--- config.mk ---
export PLATFORM = sky130hd
export DESIGN_NAME = nth_substring_finder
export DESIGN_NICKNAME = d
export VERILOG_FILES = /design/src/rtl/nsf_pkg.sv /design/src/rtl/nth_substring_finder.sv /design/src/rtl/nsf_fifo.sv /design/src/rtl/nsf_front.sv /design/src/rtl/nsf_back.sv
export SDC_FILE = /design/constraint.sdc
export NUM_CORES = 1
export LEC_CHECK = 0
export BUFFER_PORTS_ARGS = -buffer_cell sky130_fd_sc_hd__buf_4
export CORE_MARGIN = 3
export CORE_UTILIZATION = 50
export DETAILED_ROUTE_END_ITERATION = 6
export PLACE_DENSITY_LB_ADDON = 0.2
export SYNTH_ARGS = -nofsm -noshare
export SYNTH_HDL_FRONTEND = slang
export SYNTH_SLANG_ARGS = --single-unit
--- constraint.sdc ---
create_clock -name i_clk -period 12.58 [get_ports i_clk]
set_input_delay 3.774 -clock i_clk [delete_from_list [all_inputs] [get_ports i_clk]]
set_output_delay 3.774 -clock i_clk [all_outputs]
set_load 0.01 [all_outputs]
--- src/rtl/nsf_pkg.sv ---
`timescale 1ns / 1ps

package nsf_pkg;

    localparam int MAX_PATTERN_DEF = 8;
    localparam int MAX_LEN_DEF     = 65536;
    localparam int POS_W           = 16;
    localparam int CFG_IDX_W       = 8;
    localparam int CFG_DATA_W      = 64;
    localparam int PLEN_REG_W      = 4;
    localparam int COUNT_W         = 16;

    localparam logic [CFG_IDX_W-1:0] CFG_PATTERN_BYTES = 8'd0;
    localparam logic [CFG_IDX_W-1:0] CFG_PATTERN_LEN   = 8'd1;
    localparam logic [CFG_IDX_W-1:0] CFG_OCCURRENCE    = 8'd2;
    localparam logic [CFG_IDX_W-1:0] CFG_IGNORE_CASE   = 8'd3;

    typedef struct packed {
        logic [7:0] byte_value;
        logic       last;
    } t_in;

    typedef struct packed {
        logic             found;
        logic [POS_W-1:0] position;
    } t_out;

    // one classified byte handed from the front to the back
    typedef struct packed {
        logic             cmp;
        logic             active;
        logic             last;
        logic [POS_W-1:0] pos;
    } t_rec;

    function automatic logic [7:0] fold(input logic [7:0] c, input logic ign);
        logic [7:0] r;
        r = c;
        if (ign && c >= 8'h61 && c <= 8'h7a) begin
            r = c - 8'h20;
        end
        return r;
    endfunction

endpackage

--- src/rtl/nth_substring_finder.sv ---
`timescale 1ns / 1ps

// Finds the start index of the nth non-overlapping occurrence of a 1 to 8 byte
// pattern in a byte string fed one byte per request, with a last marker closing
// each string. One result comes per string: found with the start index at the
// byte completing the nth match, or not found at the last byte. The block
// takes one byte per clock while its queues have room. The front's parallel
// window compare works in the accepting cycle; its record passes through the
// middle queue to the back's match counter update, whose result goes through
// the result queue to the output. Small queues between the front, the back
// and the output absorb a stall on either side until they fill. The user must
// write configuration only while no string is in flight; nothing enforces it.
module nth_substring_finder #(
    parameter int MAX_PATTERN = nsf_pkg::MAX_PATTERN_DEF,
    parameter int MAX_LEN     = nsf_pkg::MAX_LEN_DEF
) (
    input  logic                            i_clk,
    input  logic                            i_rst_n,
    input  logic                            push,
    output logic                            full,
    input  nsf_pkg::t_in                    i_data,
    output logic                            empty,
    input  logic                            pop,
    output nsf_pkg::t_out                   o_data,
    input  logic                            i_cfg_valid,
    output logic                            o_cfg_ready,
    input  logic [nsf_pkg::CFG_IDX_W-1:0]   i_cfg_index,
    input  logic [nsf_pkg::CFG_DATA_W-1:0]  i_cfg_data
);
    import nsf_pkg::*;

    localparam int PLEN_W = $clog2(MAX_PATTERN + 1);

    logic [CFG_DATA_W-1:0] r_pattern;
    logic [PLEN_REG_W-1:0] r_plen;
    logic [COUNT_W-1:0]    r_occ;
    logic                  r_ign;
    logic [PLEN_W-1:0]     len;

    logic accept;
    t_rec front_rec, back_rec;
    logic mid_full, mid_empty, mid_pop;
    logic res_full, res_push;
    t_out res;

    assign o_cfg_ready = 1'b1;
    assign len    = (int'(r_plen) > MAX_PATTERN) ? PLEN_W'(MAX_PATTERN) : PLEN_W'(r_plen);
    assign full   = mid_full;
    assign accept = push && !mid_full;

    always_ff @(posedge i_clk) begin
        if (!i_rst_n) begin
            r_pattern <= '0;
            r_plen    <= PLEN_REG_W'(1);
            r_occ     <= COUNT_W'(1);
            r_ign     <= 1'b0;
        end else if (i_cfg_valid) begin
            unique case (i_cfg_index)
                CFG_PATTERN_BYTES: r_pattern <= i_cfg_data;
                CFG_PATTERN_LEN:   r_plen    <= i_cfg_data[PLEN_REG_W-1:0];
                CFG_OCCURRENCE:    r_occ     <= i_cfg_data[COUNT_W-1:0];
                CFG_IGNORE_CASE:   r_ign     <= i_cfg_data[0];
                default: ;
            endcase
        end
    end

    nsf_front #(
        .MAX_PATTERN (MAX_PATTERN),
        .MAX_LEN     (MAX_LEN),
        .PLEN_W      (PLEN_W)
    ) u_front (
        .i_clk         (i_clk),
        .i_rst_n       (i_rst_n),
        .i_accept      (accept),
        .i_item        (i_data),
        .i_pattern     (r_pattern),
        .i_len         (len),
        .i_ignore_case (r_ign),
        .o_rec         (front_rec)
    );

    nsf_fifo #(
        .WIDTH ($bits(t_rec)),
        .DEPTH (2)
    ) u_mid_q (
        .i_clk   (i_clk),
        .i_rst_n (i_rst_n),
        .i_push  (push),
        .i_data  (front_rec),
        .o_full  (mid_full),
        .i_pop   (mid_pop),
        .o_data  (back_rec),
        .o_empty (mid_empty)
    );

    nsf_back #(
        .MAX_PATTERN (MAX_PATTERN),
        .PLEN_W      (PLEN_W)
    ) u_back (
        .i_clk        (i_clk),
        .i_rst_n      (i_rst_n),
        .i_rec        (back_rec),
        .i_rec_empty  (mid_empty),
        .o_rec_pop    (mid_pop),
        .i_res_full   (res_full),
        .o_res_push   (res_push),
        .o_res        (res),
        .i_len        (len),
        .i_occurrence (r_occ)
    );

    nsf_fifo #(
        .WIDTH ($bits(t_out)),
        .DEPTH (2)
    ) u_res_q (
        .i_clk   (i_clk),
        .i_rst_n (i_rst_n),
        .i_push  (res_push),
        .i_data  (res),
        .o_full  (res_full),
        .i_pop   (pop),
        .o_data  (o_data),
        .o_empty (empty)
    );

endmodule

--- src/rtl/nsf_fifo.sv ---
`timescale 1ns / 1ps

module nsf_fifo #(
    parameter int WIDTH = 8,
    parameter int DEPTH = 2
) (
    input  logic             i_clk,
    input  logic             i_rst_n,
    input  logic             i_push,
    input  logic [WIDTH-1:0] i_data,
    output logic             o_full,
    input  logic             i_pop,
    output logic [WIDTH-1:0] o_data,
    output logic             o_empty
);
    localparam int AW = (DEPTH > 1) ? $clog2(DEPTH) : 1;
    localparam int CW = $clog2(DEPTH + 1);

    logic [WIDTH-1:0] r_mem [DEPTH];
    logic [AW-1:0]    r_wr, n_wr, r_rd, n_rd;
    logic [CW-1:0]    r_cnt, n_cnt;
    logic             do_push, do_pop;

    assign o_full  = (r_cnt == CW'(DEPTH));
    assign o_empty = (r_cnt == '0);
    assign o_data  = r_mem[r_rd];
    assign do_push = i_push && !o_full;
    assign do_pop  = i_pop && !o_empty;

    always_comb begin
        n_wr  = r_wr;
        n_rd  = r_rd;
        n_cnt = r_cnt;
        if (do_push) begin
            n_wr = (r_wr == AW'(DEPTH - 1)) ? '0 : r_wr + 1'b1;
        end
        if (do_pop) begin
            n_rd = (r_rd == AW'(DEPTH - 1)) ? '0 : r_rd + 1'b1;
        end
        if (do_push && !do_pop) begin
            n_cnt = r_cnt + 1'b1;
        end else if (do_pop && !do_push) begin
            n_cnt = r_cnt - 1'b1;
        end
    end

    always_ff @(posedge i_clk) begin
        if (!i_rst_n) begin
            r_wr  <= '0;
            r_rd  <= '0;
            r_cnt <= '0;
        end else begin
            r_wr  <= n_wr;
            r_rd  <= n_rd;
            r_cnt <= n_cnt;
        end
    end

    always_ff @(posedge i_clk) begin
        if (do_push) begin
            r_mem[r_wr] <= i_data;
        end
    end

endmodule

--- src/rtl/nsf_front.sv ---
`timescale 1ns / 1ps

module nsf_front #(
    parameter int MAX_PATTERN = nsf_pkg::MAX_PATTERN_DEF,
    parameter int MAX_LEN     = nsf_pkg::MAX_LEN_DEF,
    parameter int PLEN_W      = $clog2(MAX_PATTERN + 1)
) (
    input  logic                            i_clk,
    input  logic                            i_rst_n,
    input  logic                            i_accept,
    input  nsf_pkg::t_in                    i_item,
    input  logic [nsf_pkg::CFG_DATA_W-1:0]  i_pattern,
    input  logic [PLEN_W-1:0]               i_len,
    input  logic                            i_ignore_case,
    output nsf_pkg::t_rec                   o_rec
);
    import nsf_pkg::*;

    localparam int IDX_W = (MAX_PATTERN > 1) ? $clog2(MAX_PATTERN) : 1;
    localparam int BI_W  = $clog2(MAX_LEN + 1);

    logic [7:0]      r_win [MAX_PATTERN];
    logic [7:0]      n_win [MAX_PATTERN];
    logic [BI_W-1:0] r_idx, n_idx;
    logic            active;
    logic            cmp;
    logic [BI_W-1:0] start;

    assign active = (r_idx < BI_W'(MAX_LEN));

    // window as it stands once this byte is shifted in
    always_comb begin
        n_win[0] = i_item.byte_value;
        for (int j = 1; j < MAX_PATTERN; j++) begin
            n_win[j] = r_win[j-1];
        end
    end

    // pattern byte k lines up with the byte len-1-k places back
    always_comb begin
        logic [IDX_W-1:0] sel;
        cmp = 1'b1;
        for (int k = 0; k < MAX_PATTERN; k++) begin
            sel = IDX_W'(int'(i_len) - 1 - k);
            if (k < int'(i_len)) begin
                if (fold(i_pattern[8*k +: 8], i_ignore_case) !=
                    fold(n_win[sel], i_ignore_case)) begin
                    cmp = 1'b0;
                end
            end
        end
    end

    assign start = r_idx + BI_W'(1) - BI_W'(i_len);

    always_comb begin
        o_rec.cmp    = cmp;
        o_rec.active = active;
        o_rec.last   = i_item.last;
        o_rec.pos    = POS_W'(start);
    end

    always_comb begin
        n_idx = r_idx;
        if (i_accept) begin
            if (i_item.last) begin
                n_idx = '0;
            end else if (active) begin
                n_idx = r_idx + 1'b1;
            end
        end
    end

    always_ff @(posedge i_clk) begin
        if (!i_rst_n) begin
            r_idx <= '0;
            for (int j = 0; j < MAX_PATTERN; j++) begin
                r_win[j] <= '0;
            end
        end else begin
            r_idx <= n_idx;
            if (i_accept) begin
                for (int j = 0; j < MAX_PATTERN; j++) begin
                    if (i_item.last) begin
                        r_win[j] <= '0;
                    end else if (active) begin
                        r_win[j] <= n_win[j];
                    end
                end
            end
        end
    end

endmodule

--- src/rtl/nsf_back.sv ---
`timescale 1ns / 1ps

module nsf_back #(
    parameter int MAX_PATTERN = nsf_pkg::MAX_PATTERN_DEF,
    parameter int PLEN_W      = $clog2(MAX_PATTERN + 1)
) (
    input  logic                         i_clk,
    input  logic                         i_rst_n,
    input  nsf_pkg::t_rec                i_rec,
    input  logic                         i_rec_empty,
    output logic                         o_rec_pop,
    input  logic                         i_res_full,
    output logic                         o_res_push,
    output nsf_pkg::t_out                o_res,
    input  logic [PLEN_W-1:0]            i_len,
    input  logic [nsf_pkg::COUNT_W-1:0]  i_occurrence
);
    import nsf_pkg::*;

    logic [PLEN_W-1:0]  r_fill, n_fill;
    logic [COUNT_W-1:0] r_count, n_count;
    logic               r_reported, n_reported;
    logic               take;
    logic               hit;

    assign take      = !i_rec_empty && !i_res_full;
    assign o_rec_pop = take;

    always_comb begin
        logic [PLEN_W-1:0] fill_inc;
        n_fill     = r_fill;
        n_count    = r_count;
        n_reported = r_reported;
        hit        = 1'b0;
        o_res      = '0;
        fill_inc   = (r_fill < PLEN_W'(MAX_PATTERN)) ? r_fill + 1'b1 : r_fill;
        if (!r_reported && i_rec.active) begin
            n_fill = fill_inc;
            if (i_len != '0 && i_occurrence != '0 && fill_inc >= i_len && i_rec.cmp) begin
                n_fill = '0;
                if (r_count != '1) begin
                    n_count = r_count + 1'b1;
                end
                if (n_count == i_occurrence) begin
                    hit            = 1'b1;
                    n_reported     = 1'b1;
                    o_res.found    = 1'b1;
                    o_res.position = i_rec.pos;
                end
            end
        end
        if (i_rec.last) begin
            // string ends without a report: not-found result
            if (!n_reported) begin
                hit = 1'b1;
            end
            n_fill     = '0;
            n_count    = '0;
            n_reported = 1'b0;
        end
    end

    assign o_res_push = take && hit;

    always_ff @(posedge i_clk) begin
        if (!i_rst_n) begin
            r_fill     <= '0;
            r_count    <= '0;
            r_reported <= 1'b0;
        end else if (take) begin
            r_fill     <= n_fill;
            r_count    <= n_count;
            r_reported <= n_reported;
        end
    end

endmodule
# Word-level counts from Yosys, hierarchy flattened

Memory sizes are Yosys's and may differ from the RTL's. A register that Yosys moved wholly into a read port is not among the register bits.
Index checks and enable logic that the tools add are counted.

Add/subtract/negate cells: 36
Muxes and demuxes: 139
Magnitude comparators: 52
Reductions and logical operators: 72
Equality and inequality tests: 15
Bitwise logic cells: 24

Operator list:

| kind                                                           | number |
|---|---|
| two-way mux 8 bit                                              | 64 |
| binary-select mux 8 bit (select 3 bit)                         | 8 |
| >= comparator 8 x 7 -> 1 bit, second input constant            | 16 |
| less-or-equal comparator 8 x 7 -> 1 bit, second input constant | 16 |
| subtractor 8 x 6 -> 8 bit, second input constant               | 16 |
| two-way mux 16 bit                                             | 6 |
| two-way mux 17 bit                                             | 5 |
| inequality test 8 bit                                          | 8 |
| two-way mux 1 bit                                              | 47 |
| logical AND 1 bit                                              | 46 |
| >= comparator 4 bit, second input constant                     | 8 |
| NOT 3 -> 4 bit                                                 | 8 |
| two-way mux 4 bit                                              | 5 |
| adder 17 x 1 -> 17 bit, second input constant                  | 1 |
| less-than comparator 17 bit, second input constant             | 1 |
| adder 16 x 1 -> 16 bit, second input constant                  | 1 |
| == test 16 bit                                                 | 1 |
| == test 8 x 2 -> 1 bit, second input constant                  | 2 |
| less-than comparator 3 x 4 -> 1 bit, first input constant      | 4 |
| inequality test 16 bit, second input constant                  | 1 |
| OR 1 bit                                                       | 16 |
| nonzero test 16 bit                                            | 1 |
| subtractor 16 x 4 -> 16 bit                                    | 1 |
| AND reduction 2 bit                                            | 6 |
| other kinds (21)                                               | 50 |

Output and inout bits: 20
Flip-flop bits (word level): 131
Bits in writable memories: 136
Memories: 3

Memory list:

| name          | words | width | read ports | clocked after memory_dff | write ports | RTL line        | text |
|---|---|---|---|---|---|---|---|
| u_front.r_win | 8     | 8     | 7          | 0                        | 8           | nsf_front.sv:22 | `logic [7:0] r_win [MAX_PATTERN];` |
| u_mid_q.r_mem | 2     | 19    | 1          | 1                        | 1           | nsf_fifo.sv:19  | `logic [WIDTH-1:0] r_mem [DEPTH];` |
| u_res_q.r_mem | 2     | 17    | 1          | 1                        | 1           | nsf_fifo.sv:19  |  |

# Longest topological paths before layout

Depth after elaboration: 29
Depth in mapped cells: 23

# Hierarchy

From an unflattened synthesis, not the netlist that was laid out.

Cells, all modules: 1717
Area total of the unflattened synthesis: 17625.7 um2

Modules (own cells, without submodules):

| module               | cells each | times used | sequential area each (um2) | area an instance (um2) |
|---|---|---|---|---|
| nsf_front            | 879        | 1          | 2021.9                     | 8634.5 |
| nth_substring_finder | 359        | 1          | 1701.6                     | 3443.3 |
| nsf_back             | 317        | 1          | 420.4                      | 2487.4 |
| nsf_fifo at u_mid_q  | 84         | 1          | 1241.2                     | 1601.5 |
| nsf_fifo at u_res_q  | 78         | 1          | 1121.1                     | 1458.9 |

# Least setup slack after synthesis

Ideal clock, no wire load.

Path type: input to register
From: input i_data[4] (netlist bit)
To: memory u_mid_q.r_mem[0][18] (netlist bit), data pin
Buffers on the path: 0
Required time: 12.441 ns
Cell stages on the path: 10
Setup time: 0.139 ns
Arrival time: 6.295 ns
Setup slack: 6.145 ns
Cell sequence: mux2i_1 -> mux4_2 -> and3_1 -> and3_4 -> a2111oi_1 -> nor3_1 -> o41a_1 -> a2111o_1 -> o32ai_1 -> and4b_1

RTL lines:

| what            | RTL line                   | text |
|---|---|---|
| start, declared | nth_substring_finder.sv:21 | `input nsf_pkg::t_in i_data,` |
| end, declared   | nsf_fifo.sv:19             |  |

==> impl_metrics.csv <==
group,metric,value,unit
drt,routed_wl,39800,um
synthesis,yosysTopAreaCell,"sky130_fd_sc_hd__edfxtp_1",
power_and_ir_drop,powerDensity,142,mW/mm2
timing,hold_ws,454,ps
synthesis,synthesis.instances,1625,
grt,first_pass_grt_wire_length,63700,um
worst_setup_path,start_kind,"primary input",
synthesis,synth_edf_count,128,
die,die_area,0.0344,mm2
drt,detailroute.via_count,12500,
timing,timing.clock.skew,24.0,ps
drt,drt_pre_antenna_iters,7,
worst_setup_path,regToRegStartpoint,"r_plen[3]",
drt,dr.first_iter.drc_count,936,
clocking,htree_levels,1,
synthesis,synth.yosys.seq_area_share,40.5,%
clocking,cts_resized,0,
worst_setup_path,path_cells,"buf_4 -> mux4_2 -> mux2i_1 -> ha_1 -> xor3_1 -> and2_1 -> mux2i_1 -> o41a_1 -> a2111o_1 -> o32ai_1 -> and4b_1",
worst_setup_path,setup.reg_to_reg.worst_slack,6420,ps
timing,final.setup.tns,0,ps
place,port_buffers,104,
grt,grt_overflow_total,0,
place,globalplace.congestion,0.953,
grt,track_usage,22.8,%
die,core_footprint,0.0316,mm2
worst_setup_path,cp_data_arrival_time,6890,ps
worst_setup_path,worst-path-max-fanout,4,
synthesis,synth_top_area_share,23.9,%
synthesis,avgSynthCellArea,9.90,um2
synthesis,post-synth-top-count-cell,"sky130_fd_sc_hd__nand2_1",
worst_setup_path,worstSetupPathType,"primary input to register",
timing,worst-slew-pin-transition,1090,ps
final_layout,area.growth.synth_to_final,11.6,%
synthesis,synth-warning-count,0,
flow_run,maxCapViolations,0,
worst_setup_path,crit_end,"u_mid_q.r_mem[1][18]",
final_layout,layout-drive-gt1-share,15.5,%
die,floorplan.initialDensity,50.8,%
grt,first_global_vias,12000,
worst_setup_path,worst-path-stages,11,
grt,antenna_found_initial,0,
drt,route.antenna.remaining_nets,0,
timing,setup_viol,0,
timing,max_clock_freq,154,MHz
worst_setup_path,critPathRequiredTime,12970,ps
die,io-pin-count,106,
power_and_ir_drop,worst_ir_drop_vdd,0.000121,V
timing,hold_violations,0,
worst_setup_path,worstPathBufferInverterCount,1,
synthesis,postSynthRegisterBits,261,
worst_setup_path,depth_of_the_most_critical_reg_to_reg_path,15,
clocking,clock_latency,570,ps
clocking,clock-sinks,261,
final_layout,finalInstanceArea,0.0180,mm2
worst_setup_path,slowest_delay,470,ps
die,fp.dieH,185,um
worst_setup_path,critPathLaunch,"i_data[6]",
drt,drt-wirelength-per-cell,18.9,um
final_layout,diodes,0,
timing,setup_repair_after_global_routing_missed_its_margin,"no",
clocking,cts_buffers,28,
drt,vias_per_cell,5.96,
run_status,run_status,"finished clean",
synthesis,post_synth_instance_area,0.0161,mm2
worst_setup_path,cpMaxStageDelayCell,"sky130_fd_sc_hd__mux4_2",
synthesis,ys_top_cells_by_area,"sky130_fd_sc_hd__edfxtp_1 (24%), sky130_fd_sc_hd__dfxtp_1 (17%), sky130_fd_sc_hd__mux4_2 (7.6%), sky130_fd_sc_hd__mux2i_1 (7.5%), sky130_fd_sc_hd__nand2_1 (4.8%)",
timing,timing.final.crit_share,51.7,%
synthesis,syn-num-nets,1743,
clocking,holdBufCountCts,0,
synthesis,synthFlopType,"sky130_fd_sc_hd__dfxtp_1",
worst_setup_path,timing.rr.end,"u_mid_q.r_mem[1][18]",
place,detailed_place.area,0.0170,mm2
worst_setup_path,crit_path_end_kind,"register",
clocking,maximum_count_of_clock_buffers_along_a_single_path,3,
synthesis,yosys.cell_types.count,81,
clocking,clk_pin_slew,60,ps
power_and_ir_drop,leakage_power_figure,6.47,nW
place,dpl.hpwl,29100,um
min_path,hold_class,"register to register",
timing,timing.final.crit_period,6500,ps
timing,finalMaxSlewViolations,0,
die,core.rowCount,65,
clocking,cts.root.buffer_cell,"sky130_fd_sc_hd__clkbuf_16",
timing,headroom_to_the_max_slew_limit,26.8,%
clocking,clock_tree_from_tritoncts,"built",
drt,route.detailed.drc,0,
synthesis,ys_top_cells_by_count,"sky130_fd_sc_hd__nand2_1 (205), sky130_fd_sc_hd__dfxtp_1 (133), sky130_fd_sc_hd__edfxtp_1 (128), sky130_fd_sc_hd__mux2i_1 (120), sky130_fd_sc_hd__a21oi_1 (118)",
synthesis,postSynth.asyncResetShare,0,%
die,chipWidth,185,um
power_and_ir_drop,total_power_after_layout,2.54,mW
grt,grt_start_max_net_pins,92,
worst_setup_path,crit_family,"compound AO/OA/AOI/OAI gates",
final_layout,num-nets-final,1799,
worst_setup_path,cp_common_cell,"sky130_fd_sc_hd__mux2i_1",
clocking,post-cts-setup-buffers,0,
==> layout make-up <==
cell class | instances | area (um2)
clock buffer | 37 | 734
fill | 2762 | 13700
inverter | 46 | 175
tap | 402 | 503
timing repair buffer | 118 | 886
sequential | 261 | 6510
multi-input combinational | 1226 | 8970
clock inverter | 14 | 176
==> stage by stage <==
stage               std cells  utilization, %  setup WS [ps]
detailed placement       2053            53.9           5620
finish                   2104            56.7           6080
global route             2104            56.7           6050
floorplan                1625               -           6150
global placement         2053            53.9           5660
CTS                      2104            56.7           6180
==> placed cells by master, fill, tap and decap left out, drive strengths merged, types with 8 or more instances in the layout <==
cell     instances
edfxtp         128
and2            63
a21oi          119
clkinv          11
mux2i          121
o22ai            9
a2111oi         19
nand2          205
a211oi          11
mux4            54
or3             11
xnor2           70
inv             45
nor3            37
xor2            50
nor4            17
buf            118
clkbuf          37
mux2            26
nand3           36
nand2b          17
nor2            98
a21o            11
and3b           13
and3            13
ha              31
dfxtp          133
a31oi           11
nand3b           8
o21ai           66
nand4           16
==> worst reg2reg max path: cells and delay by family, from the launching register on <==
kind                       cells  cell delay (ps)
xor gates and xnor gates       2              770
DFF                            1              560
and+or+nand+nor                6             2810
adders and majority gates      1              320
AOI/OAI and AO/OA              4              740
buffers and inverters          2              680
==> kinds of logic after synthesis <==
family | count (synthesis) | synth area share (%)
AND/OR/NAND/NOR | 579 | 18.1
AO/OA/AOI/OAI | 290 | 11.0
flip-flops | 261 | 40.5
multiplexers | 201 | 17.0
buffers and inverters | 138 | 3.93
XOR/XNOR | 123 | 6.96
adder cells (fa/ha/maj) | 32 | 2.54
other | 1 | 0.0233
==> worst min path at each step <==
stage,cells after the start,end,slack [ps],startpoint
2_1_floorplan,2,r_pattern[15],440,r_pattern[15]
3_3_place_gp,2,r_pattern[15],450,r_pattern[15]
3_5_place_dp,2,r_pattern[61],450,r_pattern[61]
4_1_cts,2,r_pattern[61],460,r_pattern[61]
5_1_grt,2,r_pattern[61],480,r_pattern[61]
6_report,2,r_pattern[61],450,r_pattern[61]
==> layer usage <==
| metal | vias to the layer above | GRT usage (%) | part of all wire (%) |
|---|---|---|---|
| met4 | 0 | 8.31 | 3.9 |
| met1 | 6040 | 29.6 | 43 |
| met2 | 350 | 39.1 | 48 |
| li1 | 6066 | - | - |
| met5 | - | 0 | 0 |
| met3 | 85 | 3.26 | 4.9 |
==> power by group <==
part           internal [mW]  leakage [nW]  switching [mW]
clock                  0.475         0.438           0.342
combinational          0.290          3.66           0.342
sequential              1.03          2.37          0.0675
==> state kept, by name, indices dropped and copies added (netlist names), 2 cells and up, named ones only <==
name / flops
r_occ: 16
r_pattern: 64
r_plen: 4
u_back.r_count: 16
u_back.r_fill: 4
u_front.r_idx: 17
u_front.r_win: 56
u_mid_q.r_cnt: 2
u_mid_q.r_mem: 38
u_res_q.r_cnt: 2
u_res_q.r_mem: 34
Power figures use the tool's default switching activity.
